==> config.mk <==
export PLATFORM = sky130hd
export DESIGN_NAME = matrix_multiply_engine_core
export DESIGN_NICKNAME = d
export VERILOG_FILES = /design/src/mme_pkg.sv /design/src/mme_ram.sv /design/src/mme_front.sv /design/src/mme_queue.sv /design/src/mme_back.sv /design/src/matrix_multiply_engine_core.sv
export VERILOG_INCLUDE_DIRS = /design/src /design/src/src
export SDC_FILE = /design/constraint.sdc
export NUM_CORES = 2
export LEC_CHECK = 0
export ABC_AREA = 1
export CAP_MARGIN = 20
export CELL_PAD_IN_SITES_DETAIL_PLACEMENT = 0
export CELL_PAD_IN_SITES_GLOBAL_PLACEMENT = 1
export CORE_UTILIZATION = 47
export CTS_BUF_LIST = sky130_fd_sc_hd__clkbuf_16
export DETAILED_ROUTE_END_ITERATION = 8
export DONT_BUFFER_PORTS = 1
export PLACE_DENSITY_LB_ADDON = 0.1
export SLEW_MARGIN = 20
export SYNTH_ARGS = -nofsm -noshare
export SYNTH_HDL_FRONTEND = slang
export SYNTH_HIERARCHICAL = 1
export SYNTH_SLANG_ARGS = --single-unit
==> constraint.sdc <==
create_clock -name clk -period 17.65 [get_ports clk]
set_clock_uncertainty 0.15 [all_clocks]
set_input_delay 1.765 -clock clk [delete_from_list [all_inputs] [get_ports clk]]
set_output_delay 1.765 -clock clk [all_outputs]
set_load 0.02 [all_outputs]
==> src/matrix_multiply_engine_core_defines.svh <==
// Assertion macros for the matrix multiply engine.
// Included by the top level; no other dependencies.
`ifndef MATRIX_MULTIPLY_ENGINE_CORE_DEFINES_SVH
`define MATRIX_MULTIPLY_ENGINE_CORE_DEFINES_SVH

// Same-cycle implication, disabled while reset is asserted.
`define MME_ASSERT_IMP(label, clk, rst_n, ante, cons, msg) \
  label: assert property (@(posedge clk) disable iff (!rst_n) (ante) |-> (cons)) \
    else $error(msg);

// Next-cycle implication, disabled while reset is asserted.
`define MME_ASSERT_NEXT(label, clk, rst_n, ante, cons, msg) \
  label: assert property (@(posedge clk) disable iff (!rst_n) (ante) |=> (cons)) \
    else $error(msg);

`endif

==> src/mme_pkg.sv <==
// Shared types, codes and constants of the matrix multiply engine.
// No dependencies; used by every module of the block but mme_ram.
`timescale 1ns / 1ps

package mme_pkg;

  localparam int MAX_ROWS_DEF  = 8;
  localparam int MAX_INNER_DEF = 8;
  localparam int MAX_COLS_DEF  = 8;

  localparam int ELEM_W   = 16;
  localparam int IDX_W    = 3;
  localparam int DIM_W    = 4;
  localparam int ACC_W    = 40;
  localparam int FRAC_W   = 12;
  localparam int PROD_W   = 2 * ELEM_W;

  localparam logic [DIM_W-1:0] DIM_RESET = 4'd8;

  localparam int QUEUE_DEPTH = 2;
  localparam int QPTR_W      = (QUEUE_DEPTH > 1) ? $clog2(QUEUE_DEPTH) : 1;
  localparam int QCNT_W      = $clog2(QUEUE_DEPTH + 1);

  // Input mode codes.
  localparam logic [1:0] MODE_LOAD_A  = 2'd0;
  localparam logic [1:0] MODE_LOAD_B  = 2'd1;
  localparam logic [1:0] MODE_COMPUTE = 2'd2;

  // Configuration register indexes.
  localparam logic [1:0] CFG_ROWS  = 2'd0;
  localparam logic [1:0] CFG_INNER = 2'd1;
  localparam logic [1:0] CFG_COLS  = 2'd2;

  typedef enum logic [1:0] {
    CMD_LOAD_A,
    CMD_LOAD_B,
    CMD_COMPUTE
  } cmd_kind_t;

  typedef struct packed {
    cmd_kind_t               kind;
    logic [IDX_W-1:0]        row;
    logic [IDX_W-1:0]        col;
    logic [ELEM_W-1:0]       value;
  } cmd_t;

  // Dimensions after clamping to the legal range.
  typedef struct packed {
    logic [DIM_W-1:0] nr;
    logic [DIM_W-1:0] nk;
    logic [DIM_W-1:0] nc;
  } dims_t;

  typedef struct packed {
    logic              full;
    logic              empty;
    logic [QCNT_W-1:0] count;
  } queue_stat_t;

  typedef struct packed {
    logic running;
    logic pipe_busy;
  } back_stat_t;

endpackage

==> src/mme_ram.sv <==
// Generic single-write, single-read RAM with registered read data.
// No dependencies.
`timescale 1ns / 1ps

module mme_ram #(
  parameter int WIDTH = 16,
  parameter int DEPTH = 64
) (
  input  logic                                          clk,
  input  logic                                          we,
  input  logic [((DEPTH > 1) ? $clog2(DEPTH) : 1)-1:0] waddr,
  input  logic [WIDTH-1:0]                              wdata,
  input  logic [((DEPTH > 1) ? $clog2(DEPTH) : 1)-1:0] raddr,
  output logic [WIDTH-1:0]                              rdata
);

  logic [WIDTH-1:0] mem [DEPTH];

  always_ff @(posedge clk) begin
    if (we) begin
      mem[waddr] <= wdata;
    end
    rdata <= mem[raddr];
  end

endmodule

==> src/mme_front.sv <==
// Front end: request acceptance, classification and the configuration registers.
// Depends on mme_pkg.
`timescale 1ns / 1ps

module mme_front #(
  parameter int MAX_ROWS  = mme_pkg::MAX_ROWS_DEF,
  parameter int MAX_INNER = mme_pkg::MAX_INNER_DEF,
  parameter int MAX_COLS  = mme_pkg::MAX_COLS_DEF
) (
  input  logic                         clk,
  input  logic                         rst_n,
  input  logic                         start,
  output logic                         busy,
  input  logic [1:0]                   in_mode,
  input  logic [mme_pkg::IDX_W-1:0]    in_row,
  input  logic [mme_pkg::IDX_W-1:0]    in_col,
  input  logic signed [mme_pkg::ELEM_W-1:0] in_value,
  input  logic                         cfg_valid,
  output logic                         cfg_ready,
  input  logic [1:0]                   cfg_index,
  input  logic [mme_pkg::DIM_W-1:0]    cfg_data,
  input  mme_pkg::queue_stat_t         q_stat,
  output logic                         push,
  output mme_pkg::cmd_t                cmd,
  output mme_pkg::dims_t               dims
);

  logic [mme_pkg::DIM_W-1:0] rows_r;
  logic [mme_pkg::DIM_W-1:0] inner_r;
  logic [mme_pkg::DIM_W-1:0] cols_r;
  logic                      keep;

  function automatic logic [mme_pkg::DIM_W-1:0] clamp_dim(
    input logic [mme_pkg::DIM_W-1:0] v,
    input int                        max_v
  );
    logic [mme_pkg::DIM_W-1:0] res;
    if (v == '0) begin
      res = mme_pkg::DIM_W'(1);
    end else if (32'(v) > max_v) begin
      res = mme_pkg::DIM_W'(max_v);
    end else begin
      res = v;
    end
    return res;
  endfunction

  assign cfg_ready = 1'b1;

  always_ff @(posedge clk) begin
    if (!rst_n) begin
      rows_r  <= mme_pkg::DIM_RESET;
      inner_r <= mme_pkg::DIM_RESET;
      cols_r  <= mme_pkg::DIM_RESET;
    end else if (cfg_valid && cfg_ready) begin
      case (cfg_index)
        mme_pkg::CFG_ROWS:  rows_r  <= cfg_data;
        mme_pkg::CFG_INNER: inner_r <= cfg_data;
        mme_pkg::CFG_COLS:  cols_r  <= cfg_data;
        default: ;
      endcase
    end
  end

  assign dims.nr = clamp_dim(rows_r, MAX_ROWS);
  assign dims.nk = clamp_dim(inner_r, MAX_INNER);
  assign dims.nc = clamp_dim(cols_r, MAX_COLS);

  assign busy = q_stat.full;

  // Loads that fall outside their store and the unused mode are dropped here,
  // so they never reach the queue.
  always_comb begin
    cmd.row   = in_row;
    cmd.col   = in_col;
    cmd.value = in_value;
    cmd.kind  = mme_pkg::CMD_COMPUTE;
    keep      = 1'b0;
    case (in_mode)
      mme_pkg::MODE_LOAD_A: begin
        cmd.kind = mme_pkg::CMD_LOAD_A;
        keep     = (32'(in_row) < MAX_ROWS) && (32'(in_col) < MAX_INNER);
      end
      mme_pkg::MODE_LOAD_B: begin
        cmd.kind = mme_pkg::CMD_LOAD_B;
        keep     = (32'(in_row) < MAX_INNER) && (32'(in_col) < MAX_COLS);
      end
      mme_pkg::MODE_COMPUTE: begin
        cmd.kind = mme_pkg::CMD_COMPUTE;
        keep     = 1'b1;
      end
      default: keep = 1'b0;
    endcase
  end

  assign push = start && !busy && keep;

endmodule

==> src/mme_queue.sv <==
// Short command queue between the front and back ends.
// Depends on mme_pkg.
`timescale 1ns / 1ps

module mme_queue (
  input  logic                 clk,
  input  logic                 rst_n,
  input  logic                 push,
  input  mme_pkg::cmd_t        cmd_in,
  input  logic                 pop,
  output mme_pkg::cmd_t        cmd_out,
  output mme_pkg::queue_stat_t stat
);

  localparam int DEPTH = mme_pkg::QUEUE_DEPTH;
  localparam int PW    = mme_pkg::QPTR_W;
  localparam int CW    = mme_pkg::QCNT_W;

  mme_pkg::cmd_t  slots_r [DEPTH];
  logic [PW-1:0]  wr_ptr_r;
  logic [PW-1:0]  rd_ptr_r;
  logic [CW-1:0]  count_r;
  logic           do_push;
  logic           do_pop;

  function automatic logic [PW-1:0] bump(input logic [PW-1:0] p);
    logic [PW-1:0] n;
    if (p == PW'(DEPTH - 1)) begin
      n = '0;
    end else begin
      n = PW'(p + 1'b1);
    end
    return n;
  endfunction

  assign do_push = push && (count_r != CW'(DEPTH));
  assign do_pop  = pop && (count_r != '0);

  always_ff @(posedge clk) begin
    if (!rst_n) begin
      wr_ptr_r <= '0;
      rd_ptr_r <= '0;
      count_r  <= '0;
    end else begin
      if (do_push) begin
        wr_ptr_r <= bump(wr_ptr_r);
      end
      if (do_pop) begin
        rd_ptr_r <= bump(rd_ptr_r);
      end
      if (do_push && !do_pop) begin
        count_r <= CW'(count_r + 1'b1);
      end else if (do_pop && !do_push) begin
        count_r <= CW'(count_r - 1'b1);
      end
    end
    if (do_push) begin
      slots_r[wr_ptr_r] <= cmd_in;
    end
  end

  assign cmd_out    = slots_r[rd_ptr_r];
  assign stat.full  = (count_r == CW'(DEPTH));
  assign stat.empty = (count_r == '0);
  assign stat.count = count_r;

endmodule

==> src/mme_back.sv <==
// Back end: executes loads into the element stores and sequences the
// multiply-accumulate pipeline for a compute request.
// Depends on mme_pkg and mme_ram.
`timescale 1ns / 1ps

module mme_back #(
  parameter int MAX_ROWS  = mme_pkg::MAX_ROWS_DEF,
  parameter int MAX_INNER = mme_pkg::MAX_INNER_DEF,
  parameter int MAX_COLS  = mme_pkg::MAX_COLS_DEF
) (
  input  logic                              clk,
  input  logic                              rst_n,
  input  mme_pkg::queue_stat_t              q_stat,
  input  mme_pkg::cmd_t                     cmd,
  output logic                              pop,
  input  mme_pkg::dims_t                    dims,
  output logic                              out_valid,
  output logic [mme_pkg::IDX_W-1:0]         out_row,
  output logic [mme_pkg::IDX_W-1:0]         out_col,
  output logic signed [mme_pkg::ELEM_W-1:0] out_value,
  output logic                              out_last,
  output mme_pkg::back_stat_t               stat
);

  localparam int A_DEPTH = MAX_ROWS * MAX_INNER;
  localparam int B_DEPTH = MAX_INNER * MAX_COLS;
  localparam int AAW     = (A_DEPTH > 1) ? $clog2(A_DEPTH) : 1;
  localparam int BAW     = (B_DEPTH > 1) ? $clog2(B_DEPTH) : 1;
  localparam int EW      = mme_pkg::ELEM_W;
  localparam int XW      = mme_pkg::IDX_W;
  localparam int DW      = mme_pkg::DIM_W;
  localparam int AW      = mme_pkg::ACC_W;
  localparam int PW      = mme_pkg::PROD_W;
  localparam int FW      = mme_pkg::FRAC_W;
  localparam int QW      = AW - FW + 1;

  typedef enum logic {
    ST_IDLE,
    ST_RUN
  } state_t;

  state_t          state_r, state_nxt;
  mme_pkg::dims_t  dims_r, dims_nxt;
  logic [DW-1:0]   i_r, i_nxt;
  logic [DW-1:0]   j_r, j_nxt;
  logic [DW-1:0]   k_r, k_nxt;
  logic            i_last, j_last, k_last;
  logic            issue;

  logic            a_we, b_we;
  logic [AAW-1:0]  a_waddr, a_raddr;
  logic [BAW-1:0]  b_waddr, b_raddr;
  logic [EW-1:0]   a_rdata, b_rdata;

  // Stage 1: store read data arriving.
  logic            s1_v_r, s1_first_r, s1_lastk_r, s1_lastel_r;
  logic [XW-1:0]   s1_row_r, s1_col_r;
  // Stage 2: product registered.
  logic            s2_v_r, s2_first_r, s2_lastk_r, s2_lastel_r;
  logic [XW-1:0]   s2_row_r, s2_col_r;
  logic signed [PW-1:0] s2_prod_r;
  // Stage 3: finished dot product waiting to be rounded.
  logic            s3_v_r, s3_lastel_r;
  logic [XW-1:0]   s3_row_r, s3_col_r;
  logic signed [AW-1:0] fin_r;

  logic signed [AW-1:0] acc_r, acc_nxt;

  logic            out_valid_r, out_last_r;
  logic [XW-1:0]   out_row_r, out_col_r;
  logic [EW-1:0]   out_value_r;

  // Round half up to Q4.12, then saturate to the element range.
  function automatic logic [EW-1:0] round_sat(input logic signed [AW-1:0] a);
    logic signed [AW:0]   t;
    logic signed [QW-1:0] q;
    logic [EW-1:0]        res;
    t = {a[AW-1], a} + (AW + 1)'(1 << (FW - 1));
    q = t[AW:FW];
    if (q > QW'(32767)) begin
      res = {1'b0, {(EW - 1){1'b1}}};
    end else if (q < -QW'(32768)) begin
      res = {1'b1, {(EW - 1){1'b0}}};
    end else begin
      res = q[EW-1:0];
    end
    return res;
  endfunction

  assign pop = (state_r == ST_IDLE) && !q_stat.empty;

  assign a_we    = pop && (cmd.kind == mme_pkg::CMD_LOAD_A);
  assign b_we    = pop && (cmd.kind == mme_pkg::CMD_LOAD_B);
  assign a_waddr = AAW'(32'(cmd.row) * MAX_INNER + 32'(cmd.col));
  assign b_waddr = BAW'(32'(cmd.row) * MAX_COLS + 32'(cmd.col));
  assign a_raddr = AAW'(32'(i_r) * MAX_INNER + 32'(k_r));
  assign b_raddr = BAW'(32'(k_r) * MAX_COLS + 32'(j_r));

  mme_ram #(.WIDTH(EW), .DEPTH(A_DEPTH)) u_a_store (
    .clk   (clk),
    .we    (a_we),
    .waddr (a_waddr),
    .wdata (cmd.value),
    .raddr (a_raddr),
    .rdata (a_rdata)
  );

  mme_ram #(.WIDTH(EW), .DEPTH(B_DEPTH)) u_b_store (
    .clk   (clk),
    .we    (b_we),
    .waddr (b_waddr),
    .wdata (cmd.value),
    .raddr (b_raddr),
    .rdata (b_rdata)
  );

  assign i_last = (i_r == DW'(dims_r.nr - 1'b1));
  assign j_last = (j_r == DW'(dims_r.nc - 1'b1));
  assign k_last = (k_r == DW'(dims_r.nk - 1'b1));
  assign issue  = (state_r == ST_RUN);

  always_comb begin
    state_nxt = state_r;
    dims_nxt  = dims_r;
    i_nxt     = i_r;
    j_nxt     = j_r;
    k_nxt     = k_r;
    case (state_r)
      ST_IDLE: begin
        if (pop && (cmd.kind == mme_pkg::CMD_COMPUTE)) begin
          state_nxt = ST_RUN;
          dims_nxt  = dims;
          i_nxt     = '0;
          j_nxt     = '0;
          k_nxt     = '0;
        end
      end
      ST_RUN: begin
        // Inner index fastest, then column, then row.
        if (!k_last) begin
          k_nxt = DW'(k_r + 1'b1);
        end else begin
          k_nxt = '0;
          if (!j_last) begin
            j_nxt = DW'(j_r + 1'b1);
          end else begin
            j_nxt = '0;
            if (!i_last) begin
              i_nxt = DW'(i_r + 1'b1);
            end else begin
              state_nxt = ST_IDLE;
            end
          end
        end
      end
      default: state_nxt = ST_IDLE;
    endcase
  end

  assign acc_nxt = (s2_first_r ? '0 : acc_r) + AW'(s2_prod_r);

  always_ff @(posedge clk) begin
    if (!rst_n) begin
      state_r     <= ST_IDLE;
      dims_r      <= '0;
      i_r         <= '0;
      j_r         <= '0;
      k_r         <= '0;
      s1_v_r      <= 1'b0;
      s2_v_r      <= 1'b0;
      s3_v_r      <= 1'b0;
      out_valid_r <= 1'b0;
      acc_r       <= '0;
    end else begin
      state_r     <= state_nxt;
      dims_r      <= dims_nxt;
      i_r         <= i_nxt;
      j_r         <= j_nxt;
      k_r         <= k_nxt;
      s1_v_r      <= issue;
      s2_v_r      <= s1_v_r;
      s3_v_r      <= s2_v_r && s2_lastk_r;
      out_valid_r <= s3_v_r;
      if (s2_v_r) begin
        acc_r <= acc_nxt;
      end
    end
    s1_first_r  <= (k_r == '0);
    s1_lastk_r  <= k_last;
    s1_lastel_r <= i_last && j_last;
    s1_row_r    <= i_r[XW-1:0];
    s1_col_r    <= j_r[XW-1:0];
    s2_first_r  <= s1_first_r;
    s2_lastk_r  <= s1_lastk_r;
    s2_lastel_r <= s1_lastel_r;
    s2_row_r    <= s1_row_r;
    s2_col_r    <= s1_col_r;
    s2_prod_r   <= $signed(a_rdata) * $signed(b_rdata);
    if (s2_v_r && s2_lastk_r) begin
      fin_r       <= acc_nxt;
      s3_lastel_r <= s2_lastel_r;
      s3_row_r    <= s2_row_r;
      s3_col_r    <= s2_col_r;
    end
    out_value_r <= round_sat(fin_r);
    out_last_r  <= s3_lastel_r;
    out_row_r   <= s3_row_r;
    out_col_r   <= s3_col_r;
  end

  assign out_valid = out_valid_r;
  assign out_row   = out_row_r;
  assign out_col   = out_col_r;
  assign out_value = out_value_r;
  assign out_last  = out_last_r && out_valid_r;

  assign stat.running   = (state_r == ST_RUN);
  assign stat.pipe_busy = (state_r == ST_RUN) || s1_v_r || s2_v_r || s3_v_r;

endmodule

==> src/matrix_multiply_engine_core.sv <==
// Top level of the matrix multiply engine: front end, command queue, back end.
// Depends on mme_pkg, mme_front, mme_queue, mme_back and the defines header.
//
//   Channel  Handshake              Payload
//   input    start / busy           in_mode, in_row, in_col, in_value
//   result   out_valid (strobe)     out_row, out_col, out_value, out_last
//   config   cfg_valid / cfg_ready  cfg_index, cfg_data
//
// A load request is written into its store when popped, so loads stream at one per
// cycle while no compute runs. A compute request holds the back end for rows x inner
// x cols products, one multiply-accumulate per cycle, bounded by the single read port
// of each store; each result then passes the s1, s2, s3 and output registers.
// busy rises when the two-entry queue is full, i.e. behind a running compute.
// Reset is synchronous; the element stores are not cleared and need loading.
// Results cannot be stalled; each is shown for exactly one cycle.
`timescale 1ns / 1ps
`include "matrix_multiply_engine_core_defines.svh"

module matrix_multiply_engine_core #(
  parameter int MAX_ROWS  = mme_pkg::MAX_ROWS_DEF,
  parameter int MAX_INNER = mme_pkg::MAX_INNER_DEF,
  parameter int MAX_COLS  = mme_pkg::MAX_COLS_DEF
) (
  input  logic                              clk,
  input  logic                              rst_n,
  input  logic                              start,
  output logic                              busy,
  input  logic [1:0]                        in_mode,
  input  logic [mme_pkg::IDX_W-1:0]         in_row,
  input  logic [mme_pkg::IDX_W-1:0]         in_col,
  input  logic signed [mme_pkg::ELEM_W-1:0] in_value,
  output logic                              out_valid,
  output logic [mme_pkg::IDX_W-1:0]         out_row,
  output logic [mme_pkg::IDX_W-1:0]         out_col,
  output logic signed [mme_pkg::ELEM_W-1:0] out_value,
  output logic                              out_last,
  input  logic                              cfg_valid,
  output logic                              cfg_ready,
  input  logic [1:0]                        cfg_index,
  input  logic [mme_pkg::DIM_W-1:0]         cfg_data
);

  mme_pkg::queue_stat_t q_stat;
  mme_pkg::back_stat_t  b_stat;
  mme_pkg::cmd_t        front_cmd;
  mme_pkg::cmd_t        head_cmd;
  mme_pkg::dims_t       dims;
  logic                 push;
  logic                 pop;

  mme_front #(
    .MAX_ROWS  (MAX_ROWS),
    .MAX_INNER (MAX_INNER),
    .MAX_COLS  (MAX_COLS)
  ) u_front (
    .clk       (clk),
    .rst_n     (rst_n),
    .start     (start),
    .busy      (busy),
    .in_mode   (in_mode),
    .in_row    (in_row),
    .in_col    (in_col),
    .in_value  (in_value),
    .cfg_valid (cfg_valid),
    .cfg_ready (cfg_ready),
    .cfg_index (cfg_index),
    .cfg_data  (cfg_data),
    .q_stat    (q_stat),
    .push      (push),
    .cmd       (front_cmd),
    .dims      (dims)
  );

  mme_queue u_queue (
    .clk     (clk),
    .rst_n   (rst_n),
    .push    (push),
    .cmd_in  (front_cmd),
    .pop     (pop),
    .cmd_out (head_cmd),
    .stat    (q_stat)
  );

  mme_back #(
    .MAX_ROWS  (MAX_ROWS),
    .MAX_INNER (MAX_INNER),
    .MAX_COLS  (MAX_COLS)
  ) u_back (
    .clk       (clk),
    .rst_n     (rst_n),
    .q_stat    (q_stat),
    .cmd       (head_cmd),
    .pop       (pop),
    .dims      (dims),
    .out_valid (out_valid),
    .out_row   (out_row),
    .out_col   (out_col),
    .out_value (out_value),
    .out_last  (out_last),
    .stat      (b_stat)
  );

  // A final result is never followed at once by another: the next compute
  // needs at least a pop and an issue cycle.
  `MME_ASSERT_NEXT(a_last_gap, clk, rst_n, out_valid && out_last, !out_valid, "result straight after last")
  // After any result other than the last, more work must still be in flight.
  `MME_ASSERT_IMP(a_more_pending, clk, rst_n, out_valid && !out_last, b_stat.pipe_busy, "matrix cut short")
  // The queue never holds more than its depth.
  `MME_ASSERT_IMP(a_queue_bound, clk, rst_n, 1'b1, q_stat.count <= mme_pkg::QCNT_W'(mme_pkg::QUEUE_DEPTH), "queue overrun")

endmodule
Word-level counts from Yosys, hierarchy flattened
Memories as Yosys holds them, arrays and structs flattened. A register that Yosys moved wholly into a read port is not among the register bits.
Index checks and enable logic that the tools add are counted.
{"block": "totals", "mem_count": 3, "ramBits": 2096, "elab_cells": 148, "output_inout_bits": 26, "register_bits": 205, "inputBits": 34}
{"block": "op_classes", "order_cmp": 5, "n_mul": 1, "eq_ne": 15, "n_reduce_logical": 34, "bitwise": 1, "add_sub_neg": 15, "muxes": 37}
{"memory": "u_back.u_a_store.mem", "depth": 64, "width": 16, "rd": 1, "rd_ports_with_merged_regs": 1, "wr": 1, "line": "mme_ram.sv:17", "rtl": "logic [WIDTH-1:0] mem [DEPTH];"}
{"memory": "u_back.u_b_store.mem", "depth": 64, "width": 16, "rd": 1, "rd_ports_with_merged_regs": 1, "wr": 1, "line": "mme_ram.sv:17"}
{"memory": "u_queue.slots_r", "depth": 2, "width": 24, "rd": 1, "rd_ports_with_merged_regs": 1, "wr": 1, "line": "mme_queue.sv:19", "rtl": "mme_pkg::cmd_t slots_r [DEPTH];"}
{"operator": "2-to-1 mux 4 bit", "n": 13}
{"operator": "adder 40 x 13 -> 41 bit, second input constant", "n": 1}
{"operator": "adder 40 bit", "n": 1}
{"operator": "2-to-1 mux 40 bit", "n": 1}
{"operator": "multiplier 16 x 16 -> 32 bit", "n": 1}
{"operator": "> comparator 29 x 16 -> 1 bit, second input constant", "n": 1}
{"operator": "< comparator 29 x 16 -> 1 bit, second input constant", "n": 1}
{"operator": "case mux 4 bit (2 select lines)", "n": 3}
{"operator": "zero test 4 bit", "n": 4}
{"operator": "2-to-1 mux 16 bit", "n": 1}
{"operator": "2-to-1 mux 1 bit", "n": 15}
{"operator": "logical AND 1 bit", "n": 13}
{"operator": "adder 4 x 1 -> 4 bit, second input constant", "n": 3}
{"operator": "adder 6 x 4 -> 6 bit", "n": 2}
{"operator": "== test 4 bit", "n": 3}
{"operator": "> comparator 4 bit, second input constant", "n": 3}
{"operator": "subtractor 4 x 1 -> 4 bit, second input constant", "n": 3}
{"operator": "inequality test 2 bit, second input constant", "n": 5}
{"operator": "AND reduction 2 bit", "n": 5}
{"operator": "== test 2 bit, second input constant", "n": 4}
{"operator": "zero test 2 bit", "n": 4}
{"operator": "adder 6 x 3 -> 6 bit", "n": 1}
{"operator": "== test 2 x 1 -> 1 bit, second input constant", "n": 3}
{"operator": "zero test 1 bit", "n": 4}
{"operator": "other kinds (10)", "n": 13}

Longest topological paths before layout
{"block": "logic_depth", "word_depth": 9, "mapped_depth": 26, "mapped_depth_nobuf": 24}

By module
The synthesis kept the hierarchy.
{"mod": "mme_ram", "seq_area_each_um2": 31069.8, "instances": 2, "cells_per_inst": 3517, "area_per_inst_um2": 42099.1}
{"mod": "mme_back", "seq_area_each_um2": 3923.8, "instances": 1, "cells_per_inst": 2769, "area_per_inst_um2": 20238.2}
{"mod": "mme_queue", "seq_area_each_um2": 1541.5, "instances": 1, "cells_per_inst": 113, "area_per_inst_um2": 2083.2}
{"mod": "mme_front", "seq_area_each_um2": 240.2, "instances": 1, "cells_per_inst": 126, "area_per_inst_um2": 802.0}

Worst setup path after synthesis
No wires, ideal clock.
{"block": "synth_timing", "path_kind": "register to register", "from": "register u_back.u_b_store.rdata[5] (read register of u_back.u_b_store.mem)", "to": "register u_back.s2_prod_r[31]", "slack_ns": 11.646, "n_path_buf": 2, "arrival_ns": 5.782, "setup_ns": 0.072, "stages_incl_launch_ff": 20, "synth_period_minus_slack_ns": 6.004, "t_required_ns": 17.428, "path_cell_list": "dfxtp_1 > clkbuf_1 > clkbuf_1 > nand2_1 > fa_1 > inv_1 > fa_1 > fa_1 > fa_1 > inv_1 > fa_1 > fa_1 > inv_1 > ha_1 > nand2_1 > nor2_1 > nand2_1 > or2_2 > nand4_1 > xor2_1"}
{"block": "synth_between", "elab_chain_cells": 1}
{"item": "from (decl)", "line": "mme_ram.sv:14", "rtl": "output logic [WIDTH-1:0] rdata"}
{"item": "multiplier 16 x 16 -> 32 bit", "line": "mme_back.sv:198", "rtl": "s2_prod_r <= $signed(a_rdata) * $signed(b_rdata);"}
{"item": "to (signal assigned)", "line": "mme_back.sv:198"}
{"item": "to (decl)", "line": "mme_back.sv:61", "rtl": "logic signed [PW-1:0] s2_prod_r;"}
No other way between the ends.
A chain may end at the register's enable or synchronous reset.

Worst setup path in the final report
{"block": "layout_timing", "from": "register u_back.u_b_store.rdata[4] (read register of u_back.u_b_store.mem)", "to": "register u_back.s2_prod_r[28]"}
The elaborated chain is that of the path after synthesis.

==> out/qor.txt <==
FMAX -> 0.153 GHz
Mapped Cells -> 10000
CTS Buf Count -> 237
YS warnings -> 6
Clk slew on worst S/H paths -> 60 ps
Routed WL -> 300000 um
Grt total ovfl -> 0
Crit path launch -> u_back/u_b_store/rdata[4]
Slew HR -> 20.5%
RSZ-0062 raised after global routing -> no
CP required -> 18210 ps
First-pass GRT wire length -> 448000 um
CP Max Fanout -> 16
Clock Sinks -> 2323
FF-to-FF path depth -> 16
Starting DRC count in detailed routing -> 7365
Fin crit share -> 37.1%
Minimum clock period -> 6550 ps
Die area -> 0.230 mm^2
Post-synthesis net count -> 10500
Hold Vio Cnt, Final -> 0
Syn avg cell area -> 10.7 um^2
Worst-Skew Late Latency -> 910 ps
Largest net degree at the start of global routing -> 223
# Max-Cap Violations -> 0
WL per Instance -> 22.8 um
Pre-antenna DRT Iters -> 6
Post-Syn Area -> 0.107 mm^2
Hold Crit Class -> reg -> reg
Origin of the critical flop-to-flop path -> u_back/u_b_store/rdata[4]
IO buf count -> 0
Flop-to-flop setup slack -> 11100 ps
Critical Path AT -> 7110 ps
Slew Viols, Final -> 0
WS Path Type -> reg -> reg
Worst setup path end -> u_back/s2_prod_r[28]
CTS Buffer Depth -> 3
Worst Max-Slew Pin Slew -> 1190 ps
Vias in the first global route -> 68400
H-tree Lvls -> 4
Die Y -> 480 um
Gpl congestion -> 0.881
TritonCTS clock tree -> done
Startpoint Class -> flop
Setup crit end kind -> flop
Syn-to-layout area delta -> 9.44%
Post-layout nets -> 10300
Core area -> 0.227 mm^2
Setup TNS Final -> 0 ps
Initial antenna violation count -> 7
Core Util, Final -> 51.7%
Pre-CTS worst setup slack -> 11060 ps
Layout cells sized above 1 -> 6.25%
DR vias/cell -> 5.45
Drc violations -> 0
Die width -> 480 um
# setup viols final -> 0
Tot GR Track Use -> 26.0%
Worst reg2reg path endpoint -> u_back/s2_prod_r[28]
Hold_buf cts -> 0
Post-DP HPWL -> 176000 um
Multi-input logic area -> 0.0336 mm^2
Resize count post-CTS -> 0
Total vias in the final route -> 71600
Final worst setup slack -> 11100 ps
Initial Utilization -> 47.3%
Floorplan row count -> 175
Post-route ant nets -> 0
I/O pin total -> 60
Fillers -> 20100
Seq. cell area -> 0.0679 mm^2
Postcts setup bufs -> 0
Status -> complete, no violations
Root buffer cell -> clkbuf_16
## through the flow
stage	instances	hold slack (ps)	cell area, um^2
after floorplan	10000	160	107000
after global placement	12700	162	109000
after detailed placement	12700	162	110000
after CTS	13100	177	117000
after global routing	13100	183	117000
final	13100	177	117000
## per-layer routing
layer  part of all wire, %  global-route usage, %
met1                    45                   38.7
met2                    45                   40.0
met3                   6.7                   3.58
met4                   2.5                   7.07
met5                     0                      0
## sequential cells by signal, summed over array words and instances, names as in the netlist, 4 cells and up, named ones only
register	flops
u_front/cols_r	4
u_back/fin_r	29
u_back/u_b_store/mem	1024
u_back/j_r	4
u_back/dims_r	12
u_back/acc_r	40
u_back/k_r	4
u_front/inner_r	4
u_queue/slots_r	48
u_back/out_value	16
u_front/rows_r	4
u_back/u_a_store/rdata	16
u_back/s2_prod_r	32
u_back/i_r	4
u_back/u_a_store/mem	1024
u_back/u_b_store/rdata	16
## placed cells by master, fill, tap and decap left out, types with 11 or more instances in the layout
cell type / count
clkbuf_16: 241
clkinvlp_4: 11
nor2_1: 371
inv_1: 770
nand3_1: 1842
clkinv_1: 58
nor2_2: 20
nand4_1: 48
mux2_8: 14
buf_4: 190
clkinv_2: 37
ha_1: 132
o21ai_0: 99
bufinv_16: 28
nand2_1: 3302
xnor2_1: 30
fa_1: 263
dfxtp_1: 184
nor4_2: 16
xor2_1: 61
edfxtp_1: 2132
a21oi_1: 132
## worst min path at each step
stage	from	slack, ps	endpoint	cells after the start
after floorplan	u_back/s1_col_r[0]	160	u_back/s2_col_r[0]	0
after global placement	u_back/s1_col_r[2]	160	u_back/s2_col_r[2]	0
after detailed placement	u_back/s1_col_r[0]	160	u_back/s2_col_r[0]	0
after CTS	u_back/s1_lastel_r	180	u_back/s2_lastel_r	0
after global routing	u_back/s1_col_r[0]	180	u_back/s2_col_r[0]	0
final	u_back/s1_lastel_r	180	u_back/s2_lastel_r	0
## area by class of cell
| type | instances | share of cell area [%] |
|---|---|---|
| antenna | 8 | 0.0170 |
| clock inverter | 200 | 1.59 |
| sequential | 2323 | 57.8 |
| clock buffer | 241 | 5.14 |
| inverter | 736 | 2.40 |
| multi-input combinational | 6413 | 28.6 |
| tap | 3009 | 3.21 |
| timing repair buffer | 195 | 1.29 |
## critical path: stages, from the launching register on
cell      delay, ps
dfxtp_1         700
nand2_1         240
fa_1            600
inv_1            80
fa_1           1040
fa_1            540
fa_1            500
fa_1            550
inv_1            50
fa_1            530
inv_1            40
ha_1            360
a21oi_1         240
o21ai_0         170
a221oi_1        310
nand3_1         130
xor2_1          150
Power is not shown: default switching activity piles up to over one toggle a cycle in this logic, so the estimate is an artifact.
